## src/rtl/gas_pkg.sv

```systemverilog
package gas_pkg;

  // serial divider
  localparam int DIVD_W = 27;
  localparam int DIVS_W = 16;
  localparam int DCNT_W = $clog2(DIVD_W);

  typedef struct packed {
    logic              start;
    logic [DIVD_W-1:0] dividend;
    logic [DIVS_W-1:0] divisor;
  } div_req_t;

  // action kinds
  localparam logic [2:0] AK_NONE    = 3'd0;
  localparam logic [2:0] AK_SERVO   = 3'd1;
  localparam logic [2:0] AK_LIFT_TO = 3'd2;
  localparam logic [2:0] AK_LIFT_UP = 3'd3;
  localparam logic [2:0] AK_LIFT_DN = 3'd4;
  localparam logic [2:0] AK_RANGE   = 3'd5;
  localparam logic [2:0] AK_FORWARD = 3'd6;
  localparam logic [2:0] AK_DONE    = 3'd7;

  // servo channels
  localparam logic [2:0] CH_NONE   = 3'd0;
  localparam logic [2:0] CH_CLAW   = 3'd5;
  localparam logic [2:0] CH_EXT    = 3'd6;
  localparam logic [2:0] CH_GIMBAL = 3'd7;

  // sequence phases
  localparam logic [3:0] PH_IDLE        = 4'd0;
  localparam logic [3:0] PH_GRAB_DIST   = 4'd1;
  localparam logic [3:0] PH_GRAB_OPEN   = 4'd2;
  localparam logic [3:0] PH_GRAB_CLOSE  = 4'd3;
  localparam logic [3:0] PH_GRAB_GRIP   = 4'd4;
  localparam logic [3:0] PH_PUT_LIFT    = 4'd5;
  localparam logic [3:0] PH_PUT_EXTEND  = 4'd6;
  localparam logic [3:0] PH_PUT_ROTATE  = 4'd7;
  localparam logic [3:0] PH_PUT_OPEN    = 4'd8;
  localparam logic [3:0] PH_SKIP_LIFT   = 4'd9;
  localparam logic [3:0] PH_SKIP_EXTEND = 4'd10;
  localparam logic [3:0] PH_SKIP_ROTATE = 4'd11;
  localparam logic [3:0] PH_BAD_DIST    = 4'd12;
  localparam logic [3:0] PH_BAD_CLOSE   = 4'd13;
  localparam logic [3:0] PH_BAD_OPEN    = 4'd14;

  // item functions
  localparam logic [1:0] FN_TICK   = 2'd0;
  localparam logic [1:0] FN_VISION = 2'd1;
  localparam logic [1:0] FN_CANCEL = 2'd2;
  localparam logic [1:0] FN_MOVE   = 2'd3;

  // vision commands
  localparam logic [2:0] CMD_GRAB    = 3'd0;
  localparam logic [2:0] CMD_GIM_DN  = 3'd1;
  localparam logic [2:0] CMD_GIM_UP  = 3'd2;
  localparam logic [2:0] CMD_LIFT_UP = 3'd3;
  localparam logic [2:0] CMD_LIFT_DN = 3'd4;
  localparam logic [2:0] CMD_SKIP    = 3'd5;
  localparam logic [2:0] CMD_BAD     = 3'd6;

  // config register indexes
  localparam logic [2:0] CFG_RANGE   = 3'd0;
  localparam logic [2:0] CFG_OPEN    = 3'd1;
  localparam logic [2:0] CFG_EXTEND  = 3'd2;
  localparam logic [2:0] CFG_CLOSE   = 3'd3;
  localparam logic [2:0] CFG_LIFT    = 3'd4;
  localparam logic [2:0] CFG_RETRACT = 3'd5;
  localparam logic [2:0] CFG_GIMBAL  = 3'd6;
  localparam logic [2:0] CFG_RELEASE = 3'd7;

  localparam logic [15:0] CFG_RESET [8] = '{16'd200, 16'd400, 16'd1200, 16'd500,
                                            16'd1800, 16'd600, 16'd200, 16'd600};

  localparam logic [31:0] BAD_WAIT_MS  = 32'd500;
  localparam logic [15:0] MIN_MOVE_MS  = 16'd300;
  localparam logic [15:0] STEP_MOVE_MS = 16'd300;
  // |diff| * 13 / 10 as one multiply and a 19-bit shift: 13 * ceil(2^19 / 10),
  // exact for |diff| below 5000
  localparam logic [19:0] MOVE_RECIP   = 20'd681577;

endpackage

```

## src/rtl/gas_div.sv

```systemverilog
module gas_div (
  input  logic                             clk,
  input  logic                             rst_n,
  input  gas_pkg::div_req_t                req,
  output logic                             done,
  output logic [gas_pkg::DIVD_W-1:0]       quotient
);

  logic                              busy_r;
  logic                              done_r;
  logic [gas_pkg::DCNT_W-1:0]        cnt_r;
  logic [gas_pkg::DIVS_W-1:0]        rem_r;
  logic [gas_pkg::DIVD_W-1:0]        quo_r;
  logic [gas_pkg::DIVS_W-1:0]        dsr_r;
  logic [gas_pkg::DIVS_W:0]          rem_sh;
  logic [gas_pkg::DIVS_W:0]          diff;

  // one quotient bit per cycle, restoring
  assign rem_sh = {rem_r, quo_r[gas_pkg::DIVD_W-1]};
  assign diff   = rem_sh - {1'b0, dsr_r};

  always_ff @(posedge clk) begin
    if (!rst_n) begin
      busy_r <= 1'b0;
      done_r <= 1'b0;
    end else begin
      done_r <= 1'b0;
      if (req.start) begin
        busy_r <= 1'b1;
        cnt_r  <= '0;
        rem_r  <= '0;
        quo_r  <= req.dividend;
        dsr_r  <= req.divisor;
      end else if (busy_r) begin
        if (rem_sh >= {1'b0, dsr_r}) begin
          rem_r <= diff[gas_pkg::DIVS_W-1:0];
          quo_r <= {quo_r[gas_pkg::DIVD_W-2:0], 1'b1};
        end else begin
          rem_r <= rem_sh[gas_pkg::DIVS_W-1:0];
          quo_r <= {quo_r[gas_pkg::DIVD_W-2:0], 1'b0};
        end
        cnt_r <= cnt_r + 1'b1;
        if (cnt_r == gas_pkg::DCNT_W'(gas_pkg::DIVD_W - 1)) begin
          busy_r <= 1'b0;
          done_r <= 1'b1;
        end
      end
    end
  end

  assign done     = done_r;
  assign quotient = quo_r;

endmodule

```

## src/rtl/grab_action_sequencer_top.sv

```systemverilog
// channel  | direction | ports
// input    | in        | in_valid, in_stall, in_func .. in_move_duration
// result   | out       | out_valid, out_stall, out_action_kind .. out_busy_res
// config   | in        | cfg_we, cfg_index, cfg_wdata
//
// After acceptance a tick passes S_DISP, S_GLIFT, S_GMOVE and S_TICK before its results,
// a vision item S_DISP and S_VISION, a cancel or move request S_DISP; a queued command
// run by a tick also passes S_VISION. Results are then presented one at a time in S_OUT,
// each taken while out_stall is low (an item with no result still passes S_OUT). A tick
// that interpolates the gimbal also waits in S_GDIV for the serial divider.
// in_stall is high from acceptance until the last result has been taken.
// rst_n is synchronous; config registers return to their defaults.
module grab_action_sequencer_top #(
  parameter logic [7:0] RETRY_LIMIT = 8'd5
) (
  input  logic               clk,
  input  logic               rst_n,
  input  logic               in_valid,
  output logic               in_stall,
  input  logic [1:0]         in_func,
  input  logic [2:0]         in_vision_command,
  input  logic [31:0]        in_now_ms,
  input  logic [11:0]        in_range_mm,
  input  logic signed [10:0] in_gimbal_angle,
  input  logic signed [10:0] in_extend_angle,
  input  logic [8:0]         in_lift_height,
  input  logic               in_tree_target,
  input  logic signed [10:0] in_move_target,
  input  logic [15:0]        in_move_duration,
  output logic               out_valid,
  input  logic               out_stall,
  output logic [2:0]         out_action_kind,
  output logic [2:0]         out_servo_channel,
  output logic signed [10:0] out_action_value,
  output logic               out_last_action,
  output logic               out_busy_res,
  input  logic               cfg_we,
  input  logic [2:0]         cfg_index,
  input  logic [15:0]        cfg_wdata
);

  typedef enum logic [3:0] {
    S_IDLE, S_DISP, S_VISION, S_GLIFT, S_GMOVE, S_GDIV, S_TICK, S_OUT
  } state_t;

  function automatic logic signed [10:0] sat9(input logic signed [12:0] v);
    if (v > 13'sd900) return 11'sd900;
    else if (v < -13'sd900) return -11'sd900;
    else return v[10:0];
  endfunction

  function automatic logic reached(input logic [31:0] n, input logic [31:0] t);
    logic [31:0] df;
    df = n - t;
    return ~df[31];
  endfunction

  state_t state_r, state_nxt;

  logic [15:0] cfg_r [8];

  // latched item
  logic [1:0]         func_r;
  logic [2:0]         cmd_r, cmd_nxt;
  logic [31:0]        now_r;
  logic [11:0]        range_r;
  logic signed [10:0] gim_r, ext_r, mtgt_r;
  logic [8:0]         lift_r;
  logic               tree_r;
  logic [15:0]        mdur_r;

  // architectural state
  logic [3:0]         phase_r, phase_nxt;
  logic [31:0]        deadline_r, deadline_nxt;
  logic               settle_r, settle_nxt;
  logic [7:0]         retry_r, retry_nxt;
  logic               moving_r, moving_nxt;
  logic               lpend_r, lpend_nxt;
  logic signed [10:0] mstart_r, mstart_nxt;
  logic signed [10:0] mend_r, mend_nxt;
  logic [31:0]        mtime_r, mtime_nxt;
  logic [15:0]        mlen_r, mlen_nxt;
  logic [31:0]        ldead_r, ldead_nxt;
  logic               qvalid_r, qvalid_nxt;
  logic [2:0]         qcmd_r, qcmd_nxt;

  // result buffer
  logic [2:0]         rkind_r [4];
  logic [2:0]         rch_r [4];
  logic signed [10:0] rval_r [4];
  logic [2:0]         rcnt_r, rcnt_nxt;
  logic [1:0]         oidx_r, oidx_nxt;

  // emissions of this cycle
  logic [2:0]         ek [2];
  logic [2:0]         ec [2];
  logic signed [10:0] ev [2];
  logic [1:0]         en;

  gas_pkg::div_req_t    dreq;
  logic                 ddone;
  logic [gas_pkg::DIVD_W-1:0] dquo;

  gas_div u_div (
    .clk      (clk),
    .rst_n    (rst_n),
    .req      (dreq),
    .done     (ddone),
    .quotient (dquo)
  );

  logic               busy;
  logic               in_acc, out_acc;

  // extension target
  logic signed [10:0] ext_base;
  logic [12:0]        rng50;
  logic [15:0]        rng7;
  logic signed [16:0] ext_t, ext_h;
  logic signed [10:0] ext_tgt;

  // interpolation
  logic signed [11:0] d12;
  logic [10:0]        ad11;
  logic [31:0]        elapsed;
  logic signed [11:0] interp;

  // centering move time
  logic signed [11:0] ctr_tgt, ctr_diff;
  logic [10:0]        ctr_mag;
  logic [30:0]        ctr_prod;
  logic [15:0]        ctr_dur;

  // start of a gimbal move
  logic               sg_go, sg_lift;
  logic signed [11:0] sg_target;
  logic [15:0]        sg_dur;
  logic signed [10:0] sg_end;

  assign busy    = (phase_r != gas_pkg::PH_IDLE) || moving_r || lpend_r;
  assign in_stall = (state_r != S_IDLE);
  assign in_acc   = in_valid && !in_stall;
  assign out_valid = (state_r == S_OUT) && (rcnt_r != 3'd0);
  assign out_acc   = out_valid && !out_stall;

  assign ext_base = (ext_r < -11'sd800) ? -11'sd800 : ext_r;
  assign rng50    = {1'b0, range_r} + 13'd50;
  assign rng7     = 16'({3'b0, rng50} * 16'd7);
  assign ext_t    = $signed({{5{ext_base[10]}}, ext_base, 1'b0}) + $signed({1'b0, rng7});
  assign ext_h    = (ext_t + 17'sd1) >>> 1;
  assign ext_tgt  = (ext_h > 17'sd250) ? 11'sd250 :
                    ((ext_h < -17'sd800) ? -11'sd800 : ext_h[10:0]);

  assign d12     = {mend_r[10], mend_r} - {mstart_r[10], mstart_r};
  assign ad11    = d12[11] ? 11'(-d12) : d12[10:0];
  assign elapsed = now_r - mtime_r;
  assign interp  = d12[11] ? ({mstart_r[10], mstart_r} - $signed({1'b0, dquo[10:0]}))
                           : ({mstart_r[10], mstart_r} + $signed({1'b0, dquo[10:0]}));

  assign ctr_tgt  = (phase_r == gas_pkg::PH_SKIP_LIFT && gim_r > 11'sd750) ? -12'sd900 : 12'sd0;
  assign ctr_diff = ctr_tgt - {gim_r[10], gim_r};
  assign ctr_mag  = ctr_diff[11] ? 11'(-ctr_diff) : ctr_diff[10:0];
  assign ctr_prod = {20'd0, ctr_mag} * {11'd0, gas_pkg::MOVE_RECIP};
  assign ctr_dur  = ({4'd0, ctr_prod[30:19]} < gas_pkg::MIN_MOVE_MS) ? gas_pkg::MIN_MOVE_MS
                                                                     : {4'd0, ctr_prod[30:19]};

  assign sg_end = sat9({sg_target[11], sg_target});

  always_comb begin
    state_nxt   = state_r;
    cmd_nxt     = cmd_r;
    phase_nxt   = phase_r;
    deadline_nxt = deadline_r;
    settle_nxt  = settle_r;
    retry_nxt   = retry_r;
    moving_nxt  = moving_r;
    lpend_nxt   = lpend_r;
    mstart_nxt  = mstart_r;
    mend_nxt    = mend_r;
    mtime_nxt   = mtime_r;
    mlen_nxt    = mlen_r;
    ldead_nxt   = ldead_r;
    qvalid_nxt  = qvalid_r;
    qcmd_nxt    = qcmd_r;
    rcnt_nxt    = rcnt_r;
    oidx_nxt    = oidx_r;
    for (int i = 0; i < 2; i++) begin
      ek[i] = gas_pkg::AK_NONE;
      ec[i] = gas_pkg::CH_NONE;
      ev[i] = '0;
    end
    en        = 2'd0;
    dreq      = '0;
    sg_go     = 1'b0;
    sg_lift   = 1'b0;
    sg_target = '0;
    sg_dur    = '0;

    case (state_r)
      S_IDLE: begin
        if (in_acc) begin
          state_nxt = S_DISP;
          rcnt_nxt  = 3'd0;
          oidx_nxt  = 2'd0;
          cmd_nxt   = in_vision_command;
        end
      end

      S_DISP: begin
        case (func_r)
          gas_pkg::FN_TICK:   state_nxt = S_GLIFT;
          gas_pkg::FN_VISION: state_nxt = S_VISION;
          gas_pkg::FN_CANCEL: begin
            phase_nxt  = gas_pkg::PH_IDLE;
            moving_nxt = 1'b0;
            lpend_nxt  = 1'b0;
            qvalid_nxt = 1'b0;
            state_nxt  = S_OUT;
          end
          default: begin
            sg_go     = 1'b1;
            sg_lift   = 1'b1;
            sg_target = {mtgt_r[10], mtgt_r};
            sg_dur    = mdur_r;
            state_nxt = S_OUT;
          end
        endcase
      end

      S_GLIFT: begin
        if (lpend_r && reached(now_r, ldead_r)) begin
          lpend_nxt  = 1'b0;
          mstart_nxt = gim_r;
          mtime_nxt  = now_r;
          moving_nxt = 1'b1;
        end
        state_nxt = S_GMOVE;
      end

      S_GMOVE: begin
        state_nxt = S_TICK;
        if (moving_r) begin
          if (elapsed >= {16'd0, mlen_r}) begin
            ek[0] = gas_pkg::AK_SERVO; ec[0] = gas_pkg::CH_GIMBAL;
            ev[0] = sat9({{2{mend_r[10]}}, mend_r});
            en = 2'd1;
            moving_nxt = 1'b0;
          end else begin
            dreq.start    = 1'b1;
            dreq.dividend = {16'd0, ad11} * {11'd0, elapsed[15:0]};
            dreq.divisor  = mlen_r;
            state_nxt     = S_GDIV;
          end
        end
      end

      S_GDIV: begin
        if (ddone) begin
          ek[0] = gas_pkg::AK_SERVO; ec[0] = gas_pkg::CH_GIMBAL;
          ev[0] = sat9({interp[11], interp});
          en = 2'd1;
          state_nxt = S_TICK;
        end
      end

      S_TICK: begin
        state_nxt = S_OUT;
        if (qvalid_r && !busy) begin
          qvalid_nxt = 1'b0;
          cmd_nxt    = qcmd_r;
          state_nxt  = S_VISION;
        end else if (reached(now_r, deadline_r)) begin
          case (phase_r)
            gas_pkg::PH_GRAB_DIST: begin
              ek[0] = gas_pkg::AK_SERVO; ec[0] = gas_pkg::CH_CLAW; ev[0] = -11'sd300;
              en = 2'd1;
              phase_nxt = gas_pkg::PH_GRAB_OPEN;
              deadline_nxt = now_r + {16'd0, cfg_r[gas_pkg::CFG_OPEN]};
            end
            gas_pkg::PH_GRAB_OPEN: begin
              ek[0] = gas_pkg::AK_SERVO; ec[0] = gas_pkg::CH_EXT; ev[0] = ext_tgt;
              en = 2'd1;
              phase_nxt = gas_pkg::PH_GRAB_CLOSE;
              deadline_nxt = now_r + {16'd0, cfg_r[gas_pkg::CFG_EXTEND]};
            end
            gas_pkg::PH_GRAB_CLOSE: begin
              ek[0] = gas_pkg::AK_SERVO; ec[0] = gas_pkg::CH_CLAW; ev[0] = 11'sd30;
              en = 2'd1;
              phase_nxt = gas_pkg::PH_GRAB_GRIP;
              deadline_nxt = now_r + {16'd0, cfg_r[gas_pkg::CFG_CLOSE]};
            end
            gas_pkg::PH_GRAB_GRIP, gas_pkg::PH_BAD_OPEN: begin
              ek[0] = gas_pkg::AK_SERVO; ec[0] = gas_pkg::CH_EXT; ev[0] = -11'sd800;
              en = 2'd1;
              phase_nxt = gas_pkg::PH_PUT_EXTEND;
              deadline_nxt = now_r + {16'd0, cfg_r[gas_pkg::CFG_RETRACT]};
            end
            gas_pkg::PH_PUT_EXTEND, gas_pkg::PH_SKIP_EXTEND: begin
              ek[0] = gas_pkg::AK_LIFT_TO; ev[0] = 11'sd250;
              en = 2'd1;
              phase_nxt = (phase_r == gas_pkg::PH_PUT_EXTEND) ? gas_pkg::PH_PUT_LIFT
                                                              : gas_pkg::PH_SKIP_LIFT;
              deadline_nxt = now_r + {16'd0, cfg_r[gas_pkg::CFG_LIFT]};
            end
            gas_pkg::PH_PUT_LIFT, gas_pkg::PH_SKIP_LIFT: begin
              sg_go     = 1'b1;
              sg_target = ctr_tgt;
              sg_dur    = ctr_dur;
              phase_nxt = (phase_r == gas_pkg::PH_PUT_LIFT) ? gas_pkg::PH_PUT_ROTATE
                                                            : gas_pkg::PH_SKIP_ROTATE;
              deadline_nxt = now_r;
              settle_nxt   = 1'b0;
            end
            gas_pkg::PH_PUT_ROTATE, gas_pkg::PH_SKIP_ROTATE: begin
              if (!moving_r && !lpend_r) begin
                if (!settle_r) begin
                  settle_nxt   = 1'b1;
                  deadline_nxt = now_r + {16'd0, cfg_r[gas_pkg::CFG_GIMBAL]};
                end else if (phase_r == gas_pkg::PH_PUT_ROTATE) begin
                  ek[0] = gas_pkg::AK_SERVO; ec[0] = gas_pkg::CH_CLAW; ev[0] = -11'sd300;
                  en = 2'd1;
                  phase_nxt = gas_pkg::PH_PUT_OPEN;
                  deadline_nxt = now_r + {16'd0, cfg_r[gas_pkg::CFG_RELEASE]};
                end else begin
                  ek[0] = gas_pkg::AK_DONE;
                  en = 2'd1;
                  phase_nxt = gas_pkg::PH_IDLE;
                end
              end
            end
            gas_pkg::PH_PUT_OPEN: begin
              ek[0] = gas_pkg::AK_DONE;
              en = 2'd1;
              phase_nxt = gas_pkg::PH_IDLE;
            end
            gas_pkg::PH_BAD_DIST: begin
              ek[0] = gas_pkg::AK_SERVO; ec[0] = gas_pkg::CH_EXT; ev[0] = ext_tgt;
              ek[1] = gas_pkg::AK_SERVO; ec[1] = gas_pkg::CH_CLAW; ev[1] = 11'sd30;
              en = 2'd2;
              phase_nxt = gas_pkg::PH_BAD_CLOSE;
              deadline_nxt = now_r + {16'd0, cfg_r[gas_pkg::CFG_CLOSE]};
            end
            gas_pkg::PH_BAD_CLOSE: begin
              ek[0] = gas_pkg::AK_SERVO; ec[0] = gas_pkg::CH_CLAW; ev[0] = -11'sd300;
              en = 2'd1;
              phase_nxt = gas_pkg::PH_BAD_OPEN;
              deadline_nxt = now_r + gas_pkg::BAD_WAIT_MS;
            end
            default: ;
          endcase
        end
      end

      S_VISION: begin
        state_nxt = S_OUT;
        if (busy) begin
          if (cmd_r == gas_pkg::CMD_GRAB || cmd_r == gas_pkg::CMD_SKIP ||
              cmd_r == gas_pkg::CMD_BAD) begin
            qcmd_nxt   = cmd_r;
            qvalid_nxt = 1'b1;
          end
        end else begin
          case (cmd_r)
            gas_pkg::CMD_GIM_DN, gas_pkg::CMD_GIM_UP: begin
              if ((cmd_r == gas_pkg::CMD_GIM_DN && gim_r <= -11'sd900) ||
                  (cmd_r == gas_pkg::CMD_GIM_UP && gim_r >= 11'sd900)) begin
                if (retry_r != 8'd255) retry_nxt = retry_r + 8'd1;
                if (retry_nxt >= RETRY_LIMIT) begin
                  if (!tree_r) begin
                    ek[0] = gas_pkg::AK_SERVO; ec[0] = gas_pkg::CH_EXT; ev[0] = -11'sd800;
                    phase_nxt = gas_pkg::PH_SKIP_EXTEND;
                    deadline_nxt = now_r + {16'd0, cfg_r[gas_pkg::CFG_RETRACT]};
                  end else begin
                    ek[0] = gas_pkg::AK_DONE;
                  end
                end else begin
                  ek[0] = gas_pkg::AK_FORWARD; ev[0] = 11'sd100;
                end
                en = 2'd1;
              end else begin
                sg_go     = 1'b1;
                sg_target = {gim_r[10], gim_r} +
                            ((cmd_r == gas_pkg::CMD_GIM_DN) ? -12'sd10 : 12'sd10);
                sg_dur    = gas_pkg::STEP_MOVE_MS;
              end
            end
            gas_pkg::CMD_LIFT_UP: begin
              ek[0] = gas_pkg::AK_LIFT_UP; ev[0] = 11'sd10; en = 2'd1;
            end
            gas_pkg::CMD_LIFT_DN: begin
              ek[0] = gas_pkg::AK_LIFT_DN; ev[0] = 11'sd10; en = 2'd1;
            end
            gas_pkg::CMD_GRAB, gas_pkg::CMD_BAD: begin
              if (cmd_r == gas_pkg::CMD_GRAB) retry_nxt = 8'd0;
              en = 2'd1;
              if (tree_r) begin
                ek[0] = gas_pkg::AK_DONE;
              end else begin
                ek[0] = gas_pkg::AK_RANGE;
                if (cmd_r == gas_pkg::CMD_GRAB) begin
                  phase_nxt = gas_pkg::PH_GRAB_DIST;
                  deadline_nxt = now_r + {16'd0, cfg_r[gas_pkg::CFG_RANGE]};
                end else begin
                  phase_nxt = gas_pkg::PH_BAD_DIST;
                  deadline_nxt = now_r + gas_pkg::BAD_WAIT_MS;
                end
              end
            end
            gas_pkg::CMD_SKIP: begin
              retry_nxt = 8'd0;
              en = 2'd1;
              if (!tree_r) begin
                ek[0] = gas_pkg::AK_SERVO; ec[0] = gas_pkg::CH_EXT; ev[0] = -11'sd800;
                phase_nxt = gas_pkg::PH_SKIP_EXTEND;
                deadline_nxt = now_r + {16'd0, cfg_r[gas_pkg::CFG_RETRACT]};
              end else begin
                ek[0] = gas_pkg::AK_DONE;
              end
            end
            default: ;
          endcase
        end
      end

      S_OUT: begin
        if (rcnt_r == 3'd0) begin
          state_nxt = S_IDLE;
        end else if (out_acc) begin
          if ({1'b0, oidx_r} == rcnt_r - 3'd1) state_nxt = S_IDLE;
          else oidx_nxt = oidx_r + 2'd1;
        end
      end

      default: state_nxt = S_IDLE;
    endcase

    // gimbal move start; never shares a cycle with another emission
    if (sg_go) begin
      mend_nxt = sg_end;
      mlen_nxt = sg_dur;
      if (sg_lift && (lift_r < 9'd99 || lift_r > 9'd101)) begin
        ek[0] = gas_pkg::AK_LIFT_TO; ec[0] = gas_pkg::CH_NONE; ev[0] = 11'sd250;
        en = 2'd1;
        ldead_nxt  = now_r + {16'd0, cfg_r[gas_pkg::CFG_LIFT]};
        lpend_nxt  = 1'b1;
        moving_nxt = 1'b0;
      end else begin
        mstart_nxt = gim_r;
        mtime_nxt  = now_r;
        lpend_nxt  = 1'b0;
        if (sg_dur == 16'd0 || gim_r == sg_end) begin
          ek[0] = gas_pkg::AK_SERVO; ec[0] = gas_pkg::CH_GIMBAL; ev[0] = sg_end;
          en = 2'd1;
          moving_nxt = 1'b0;
        end else begin
          moving_nxt = 1'b1;
        end
      end
    end

    rcnt_nxt = (state_r == S_IDLE) ? rcnt_nxt : rcnt_r + {1'b0, en};
  end

  always_ff @(posedge clk) begin
    if (!rst_n) begin
      state_r   <= S_IDLE;
      phase_r   <= gas_pkg::PH_IDLE;
      deadline_r <= '0;
      settle_r  <= 1'b0;
      retry_r   <= '0;
      moving_r  <= 1'b0;
      lpend_r   <= 1'b0;
      mstart_r  <= '0;
      mend_r    <= '0;
      mtime_r   <= '0;
      mlen_r    <= '0;
      ldead_r   <= '0;
      qvalid_r  <= 1'b0;
      qcmd_r    <= '0;
      rcnt_r    <= '0;
      oidx_r    <= '0;
      for (int i = 0; i < 8; i++) cfg_r[i] <= gas_pkg::CFG_RESET[i];
    end else begin
      state_r    <= state_nxt;
      phase_r    <= phase_nxt;
      deadline_r <= deadline_nxt;
      settle_r   <= settle_nxt;
      retry_r    <= retry_nxt;
      moving_r   <= moving_nxt;
      lpend_r    <= lpend_nxt;
      mstart_r   <= mstart_nxt;
      mend_r     <= mend_nxt;
      mtime_r    <= mtime_nxt;
      mlen_r     <= mlen_nxt;
      ldead_r    <= ldead_nxt;
      qvalid_r   <= qvalid_nxt;
      qcmd_r     <= qcmd_nxt;
      rcnt_r     <= rcnt_nxt;
      oidx_r     <= oidx_nxt;
      if (cfg_we) cfg_r[cfg_index] <= cfg_wdata;
    end
  end

  always_ff @(posedge clk) begin
    cmd_r     <= cmd_nxt;
    if (in_acc) begin
      func_r  <= in_func;
      now_r   <= in_now_ms;
      range_r <= in_range_mm;
      gim_r   <= in_gimbal_angle;
      ext_r   <= in_extend_angle;
      lift_r  <= in_lift_height;
      tree_r  <= in_tree_target;
      mtgt_r  <= in_move_target;
      mdur_r  <= in_move_duration;
    end
    for (int i = 0; i < 2; i++) begin
      if (2'(i) < en && state_r != S_IDLE) begin
        rkind_r[2'(rcnt_r + 3'(i))] <= ek[i];
        rch_r[2'(rcnt_r + 3'(i))]   <= ec[i];
        rval_r[2'(rcnt_r + 3'(i))]  <= ev[i];
      end
    end
  end

  assign out_action_kind   = rkind_r[oidx_r];
  assign out_servo_channel = rch_r[oidx_r];
  assign out_action_value  = rval_r[oidx_r];
  assign out_last_action   = ({1'b0, oidx_r} == rcnt_r - 3'd1);
  assign out_busy_res      = busy;

endmodule

```

## config.mk

```make
export PLATFORM = sky130hd
export DESIGN_NAME = grab_action_sequencer_top
export DESIGN_NICKNAME = d
export VERILOG_FILES = /design/src/rtl/gas_pkg.sv /design/src/rtl/gas_div.sv /design/src/rtl/grab_action_sequencer_top.sv
export SDC_FILE = /design/constraint.sdc
export NUM_CORES = 2
export LEC_CHECK = 0
export BUFFER_PORTS_ARGS = -buffer_cell sky130_fd_sc_hd__buf_2
export CORE_MARGIN = 2
export CORE_UTILIZATION = 40
export CTS_BUF_LIST = sky130_fd_sc_hd__clkbuf_16
export CTS_CLUSTER_DIAMETER = 30
export CTS_CLUSTER_SIZE = 20
export DETAILED_ROUTE_END_ITERATION = 16
export PLACE_DENSITY = 0.61
export SETUP_SLACK_MARGIN = 0.2
export SLEW_MARGIN = 20
export SYNTH_ARGS = -nofsm -noshare
export SYNTH_HDL_FRONTEND = slang
export SYNTH_SLANG_ARGS = --single-unit
```

## constraint.sdc

```tcl
create_clock -name clk -period 17.8 [get_ports clk]
set_clock_uncertainty 0.15 [all_clocks]
set_input_delay 1.78 -clock clk [delete_from_list [all_inputs] [get_ports clk]]
set_output_delay 1.78 -clock clk [all_outputs]
set_load 0.05 [all_outputs]
```

### Yosys cells after proc, flatten, opt, wreduce, memory -nomap -nowiden

Memories as Yosys holds them, arrays and structs flattened. A register that Yosys moved wholly into a read port is not among the register bits.
Cells that the tools add are included.

| cells by class | value |
|---|---|
| $lt $le $gt $ge | 20 |
| bitwise gates (word level) | 8 |
| multipliers | 3 |
| reductions and logical operators | 74 |
| muxes and demuxes | 231 |
| equality and inequality tests | 61 |
| add/sub/neg operators | 29 |

Operator list:

| cell | number |
|---|---|
| 32-bit 2-to-1 mux | 15 |
| 11-bit 2-to-1 mux | 29 |
| 32-bit by 16-bit adder with 32-bit output | 8 |
| 32-bit one-hot mux with 8 select lines | 1 |
| 12-bit 2-to-1 mux | 14 |
| 44-bit 2-to-1 mux | 3 |
| 3-bit 2-to-1 mux | 32 |
| 32-bit one-hot mux with 3 select lines | 1 |
| 32-bit subtractor | 3 |
| 4-bit 2-to-1 mux | 19 |
| 11-bit one-hot mux with 6 select lines | 1 |
| 16-bit 2-to-1 mux | 4 |
| 32-bit one-hot mux with 2 select lines | 1 |
| 8-bit 2-to-1 mux | 7 |
| 27-bit 2-to-1 mux | 2 |
| 16-bit one-hot mux with 3 select lines | 1 |
| 1-bit 2-to-1 mux | 47 |
| 22-bit 2-to-1 mux | 2 |
| 11-bit one-hot mux with 4 select lines | 1 |
| 4-bit one-hot mux with 10 select lines | 1 |
| 2-bit 2-to-1 mux | 18 |
| 12-bit one-hot mux with 3 select lines | 1 |
| 3-bit one-hot mux with 4 select lines | 3 |
| 11-bit one-hot mux with 3 select lines | 1 |
| other kinds (93) | 211 |

| storage, ports and cells | value |
|---|---|
| bits in writable memories | 196 |
| output and inout bits | 21 |
| bits in registers | 336 |
| memories | 4 |

Memory list:

| name | depth | width | rd ports | clocked after Yosys merged registers in | wr ports | RTL line | text |
|---|---|---|---|---|---|---|---|
| cfg_r | 8 | 16 | 8 | 0 | 8 | grab_action_sequencer_top.sv:60 | `logic [15:0] cfg_r [8];` |
| rval_r | 4 | 11 | 1 | 1 | 2 | grab_action_sequencer_top.sv:90 | `logic signed [10:0] rval_r [4];` |
| rch_r | 4 | 3 | 1 | 1 | 2 | grab_action_sequencer_top.sv:89 | `logic [2:0] rch_r [4];` |
| rkind_r | 4 | 3 | 1 | 1 | 2 | grab_action_sequencer_top.sv:88 | `logic [2:0] rkind_r [4];` |

### Logic depth before layout (Yosys ltp)

| logic depth | value |
|---|---|
| depth after elaboration | 22 |
| gate-level depth with buffers | 51 |
| gate-level depth less buffers | 49 |

### Cells and area by module

Synthesis repeated with hierarchy kept, for this count alone.

| second synthesis, totals | value |
|---|---|
| cell total of the unflattened synthesis | 5553 |
| area total of the unflattened synthesis | 48476.5 sq um |

Modules (own cells, without submodules):

| module | sequential area each (sq um) | area an instance (sq um) | instances | cells an instance |
|---|---|---|---|---|
| grab_action_sequencer_top | 11991.5 | 44774.2 | 1 | 5244 |
| gas_div | 1961.9 | 3702.3 | 1 | 309 |

### Least setup slack after synthesis

No wires, ideal clock.

| timing path | value |
|---|---|
| kind | reg2reg |
| from | register gim_r[0] |
| to | register rcnt_r[2] |
| period minus slack after synthesis | 11.584 ns |
| stages on the path, launching flop included | 46 |
| library setup time | 0.070 ns |
| required time | 17.580 ns |
| arrival time | 11.363 ns |
| slack | 6.216 ns |
| cell sequence | edfxtp_1 -> buf_2 -> inv_1 -> ha_1 -> o41ai_1 -> a41oi_1 -> nor4_1 -> ha_1 -> a21oi_1 -> a21oi_1 -> or3_1 -> clkbuf_1 -> xor2_1 -> inv_1 -> or4_1 -> or3_1 -> mux2_2 -> a211oi_1 -> (+10 left out) -> and3_1 -> nand3_1 -> nor4_1 -> o31ai_1 -> a21o_1 -> a211oi_1 -> o21ai_0 -> a211o_1 -> o21a_1 -> and3_1 -> clkbuf_1 -> o21ai_2 -> nand3b_1 -> ha_1 -> fa_1 -> nor2_1 -> o21ai_0 -> a21oi_1 |

| between the ends | value |
|---|---|
| cells in the longest elaborated chain, start to end | 20 |

RTL lines:

| what | RTL line | text |
|---|---|---|
| start: declaration | grab_action_sequencer_top.sv:67 | `logic signed [10:0] gim_r, ext_r, mtgt_r;` |
| start signal: assignment | grab_action_sequencer_top.sv:510 | `gim_r <= in_gimbal_angle;` |
| 11-bit greater-than comparator | grab_action_sequencer_top.sv:160 | `assign ctr_tgt = (phase_r == gas_pkg::PH_SKIP_LIFT && gim_r > 11'sd750) ? -12'sd900 : 12'sd0;` |
| 1-bit logical AND | grab_action_sequencer_top.sv:160 |  |
| 12-bit 2-to-1 mux | grab_action_sequencer_top.sv:160 |  |
| 12-bit subtractor | grab_action_sequencer_top.sv:161 | `assign ctr_diff = ctr_tgt - {gim_r[10], gim_r};` |
| 11-bit negation | grab_action_sequencer_top.sv:162 | `assign ctr_mag = ctr_diff[11] ? 11'(-ctr_diff) : ctr_diff[10:0];` |
| 11-bit 2-to-1 mux | grab_action_sequencer_top.sv:162 |  |
| 11-bit by 20-bit multiplier with 31-bit output | grab_action_sequencer_top.sv:163 | `assign ctr_prod = {20'd0, ctr_mag} * {11'd0, gas_pkg::MOVE_RECIP};` |
| 12-bit by 9-bit less-than comparator with 1-bit output | grab_action_sequencer_top.sv:164 | `assign ctr_dur = ({4'd0, ctr_prod[30:19]} < gas_pkg::MIN_MOVE_MS) ? gas_pkg::MIN_MOVE_MS` |
| (+4 left out) | - |  |
| 16-bit one-hot mux with 3 select lines | grab_action_sequencer_top.sv:199 | `case (state_r)` |
| 16-bit zero test | grab_action_sequencer_top.sv:451 | `if (sg_dur == 16'd0 \|\| gim_r == sg_end) begin` |
| 1-bit logical OR | grab_action_sequencer_top.sv:451 |  |
| 2-bit 2-to-1 mux | grab_action_sequencer_top.sv:451 |  |
| 2-bit 2-to-1 mux | grab_action_sequencer_top.sv:441 | `if (sg_lift && (lift_r < 9'd99 \|\| lift_r > 9'd101)) begin` |
| 2-bit 2-to-1 mux (*) | grab_action_sequencer_top.sv:438 | `if (sg_go) begin` |
| 3-bit by 2-bit adder with 3-bit output (*) | grab_action_sequencer_top.sv:461 | `rcnt_nxt = (state_r == S_IDLE) ? rcnt_nxt : rcnt_r + {1'b0, en};` |
| 3-bit 2-to-1 mux (*) | grab_action_sequencer_top.sv:461 |  |
| end signal: assignment | grab_action_sequencer_top.sv:498 | `rcnt_r <= rcnt_nxt;` |
| end: declaration | grab_action_sequencer_top.sv:91 | `logic [2:0] rcnt_r, rcnt_nxt;` |

Mark *: on every way between the ends. The rest lies on a longest branch, timed or not.
A chain may end at the register's enable or synchronous reset.

==> results.tsv <==
stage	metric	value	unit
outcome	status	finished clean	
clock_network	Resize count post-CTS	0	
floorplanning	Die H	347	um
synthesis	Post-Syn Area per Cell	8.81	um^2
critical_path	slowest cell on the critical path	o31ai_4	
grt	largest net degree at the start of global routing	78	
critical_path	R2R depth	38	
route	1st-iter DRT viols	3277	
grt	number of global-route vias before repair	39800	
route	Final ANT Viol Nets	0	
floorplanning	num ports	153	
clock_network	clk sinks	533	
finish	post-layout instance area	54400	um^2
placement	IO buf count	152	
clock_network	CTS tree	yes	
clock_network	Root Driver	clkbuf_16	
route	Vias	40400	
sta	Final Hold Viols	0	
finish	nets	6239	
floorplanning	core area	116000	um^2
clock_network	clk buf depth	3	
finish	most frequent cells in the layout	inv_1, nand2_1, ha_1	
finish	area delta synth->final	15.7	%
synthesis	asr flop ratio synth	0	
route	routed wire length	143000	um
route	DR pass1 iterations	7	
critical_path	Critical Path Source Type	flop	
clock_network	clock transition at the registers of the reported paths	0.05	ns
finish	post-layout util	0.468	
synthesis	Seq/Total Area, Yosys	0.297	
floorplanning	Initial Util	0.404	
synthesis	YS warnings	0	
floorplanning	Row Count	125	
route	routed len/inst	20.0	um
placement	RD Place Congestion	0.930	
sta	Final Max Tran Viols	0	
sta	Slew headroom	0.256	
critical_path	Worst Path Max Fanout	26	
sta	fmax	76.1	MHz
route	DRC violations left	0	
finish	ant diodes	0	
grt	initial antenna violation count	3	
critical_path	CP required	18.06	ns
critical_path	largest stage delay on the critical path	0.97	ns
sta	post-route clock period utilization	0.738	
sta	Worst Tran Pin Value	1.11	ns
critical_path	Crit Path Category	reg2reg	
finish	commonest non-fill, non-tap cell in the layout	inv_1	
synthesis	Syn Nets	6091	
floorplanning	die span in x	347	um
clock_network	Worst-Skew Late Latency	0.76	ns
placement	placed cell area	49500	um^2
sta	Setup TNS	0	ns
grt	grt total ovfl	0	
critical_path	FF-to-FF setup slack	4.67	ns
floorplanning	DIE AREA	120000	um^2
finish	non-filler cells in the finished layout	7123	
critical_path	CP Capture Type	flop	
clock_network	CTS Hold Bufs	0	
clock_network	Setup Buffers After CTS	0	
synthesis	synthesized instance count	5336	
clock_network	Num CTS Buffers	143	
sta	fin crit period	13.13	ns
sta	# setup viols final	0	
clock_network	CTS H-Tree Depth	4	
synthesis	synthesized area	47000	um^2
grt	first-pass GRT wire length	224000	um
min_path	Worst Hold Depth	2	
finish	share of layout cells above drive strength 1	0.110	
synthesis	EDFF count, synth	328	
sta	RSZ-0062 raised after global routing	no	
placement	DP HPWL	106000	um
synthesis	post-synthesis cell type count	100	
placement	Cells after DPL	6863	
grt	GR Util All Layers	0.234	
critical_path	Arrival @ worst endpoint	13.39	ns
run	maxcap violations	0	
synthesis	Yosys reg bits	533	
route	via/cell ratio	5.68	
min_path	Hold Path Class	reg2reg	
synthesis	Synth Flop Type	edfxtp_1	
-- cell usage after synthesis (106+ instances only) --
master	count	area share
inv_1	489	0.039
nand2_1	463	0.037
ha_1	428	0.11
nor2_1	380	0.030
a21oi_1	376	0.040
edfxtp_1	328	0.21
o21ai_0	322	0.034
dfxtp_1	205	0.087
fa_1	195	0.083
clkbuf_1	191	0.015
xnor2_1	175	0.033
and2_1	152	0.020
nand3_1	142	0.015
xor2_1	107	0.020
a21o_1	106	0.017
-- critical path: cells and delay by family (launching register included) --
kind / cells / cell delay, ns
fa+ha+maj: 7 / 3.04
xor+xnor: 2 / 0.44
mux: 1 / 0.29
buf+inv: 5 / 0.74
compound gates: 14 / 4.30
flops: 1 / 0.83
simple gates: 9 / 2.98
-- metal layers --
layer	share of wire	routed length [um]	global-route usage
met5	0	0	0
met4	0.035	4950	0.0924
met3	0.065	9310	0.0385
met2	0.46	65500	0.381
met1	0.44	62800	0.311
-- path summary, 6_finish.rpt --
| kind | start | to |
|---|---|---|
| setup / recovery | gim_r[0] | rval_r[3][3] |
| hold / removal | deadline_r[13] | deadline_r[13] |
| setup reg to reg | gim_r[0] | rval_r[3][3] |
| hold reg to reg | deadline_r[13] | deadline_r[13] |
-- metrics by stage --
stage	hold slack [ns]	setup WS, ns
after detailed placement	0.293	4.77
final	0.300	4.67
after global routing	0.319	3.69
after CTS	0.301	4.77
after global placement	0.290	5.04
after floorplan	0.277	6.22
-- area by class of cell --
type                    count  area [um^2]
fillers                 11200        62000
multi-input cells        4065        30300
flip-flops and latches    533        14000
clock buffers             145         3630
well taps                1524         1910
inverters                 497         1870
repair buffers            244         1450
clock inverters           115         1250
-- state kept, by name, summed over array words and instances, names as in the netlist, 16 cells and up, named ones only --
signal and cells:
cfg_r 128, deadline_r 32, ldead_r 32, mdur_r 16
mlen_r 16, mtime_r 32, now_r 32, rval_r 44
u_div.dsr_r 16, u_div.quotient 27, u_div.rem_r 16
-- cell families after synthesis --
logic type,synth area share
and+or+nand+nor,0.173
xor gates and xnor gates,0.0525
AOI/OAI and AO/OA,0.195
adders and majority gates,0.198
DFF,0.297
buffers and inverters,0.0605
muxes,0.0241
Power is not shown: default switching activity piles up to over one toggle a cycle in this logic, so the estimate is an artifact.
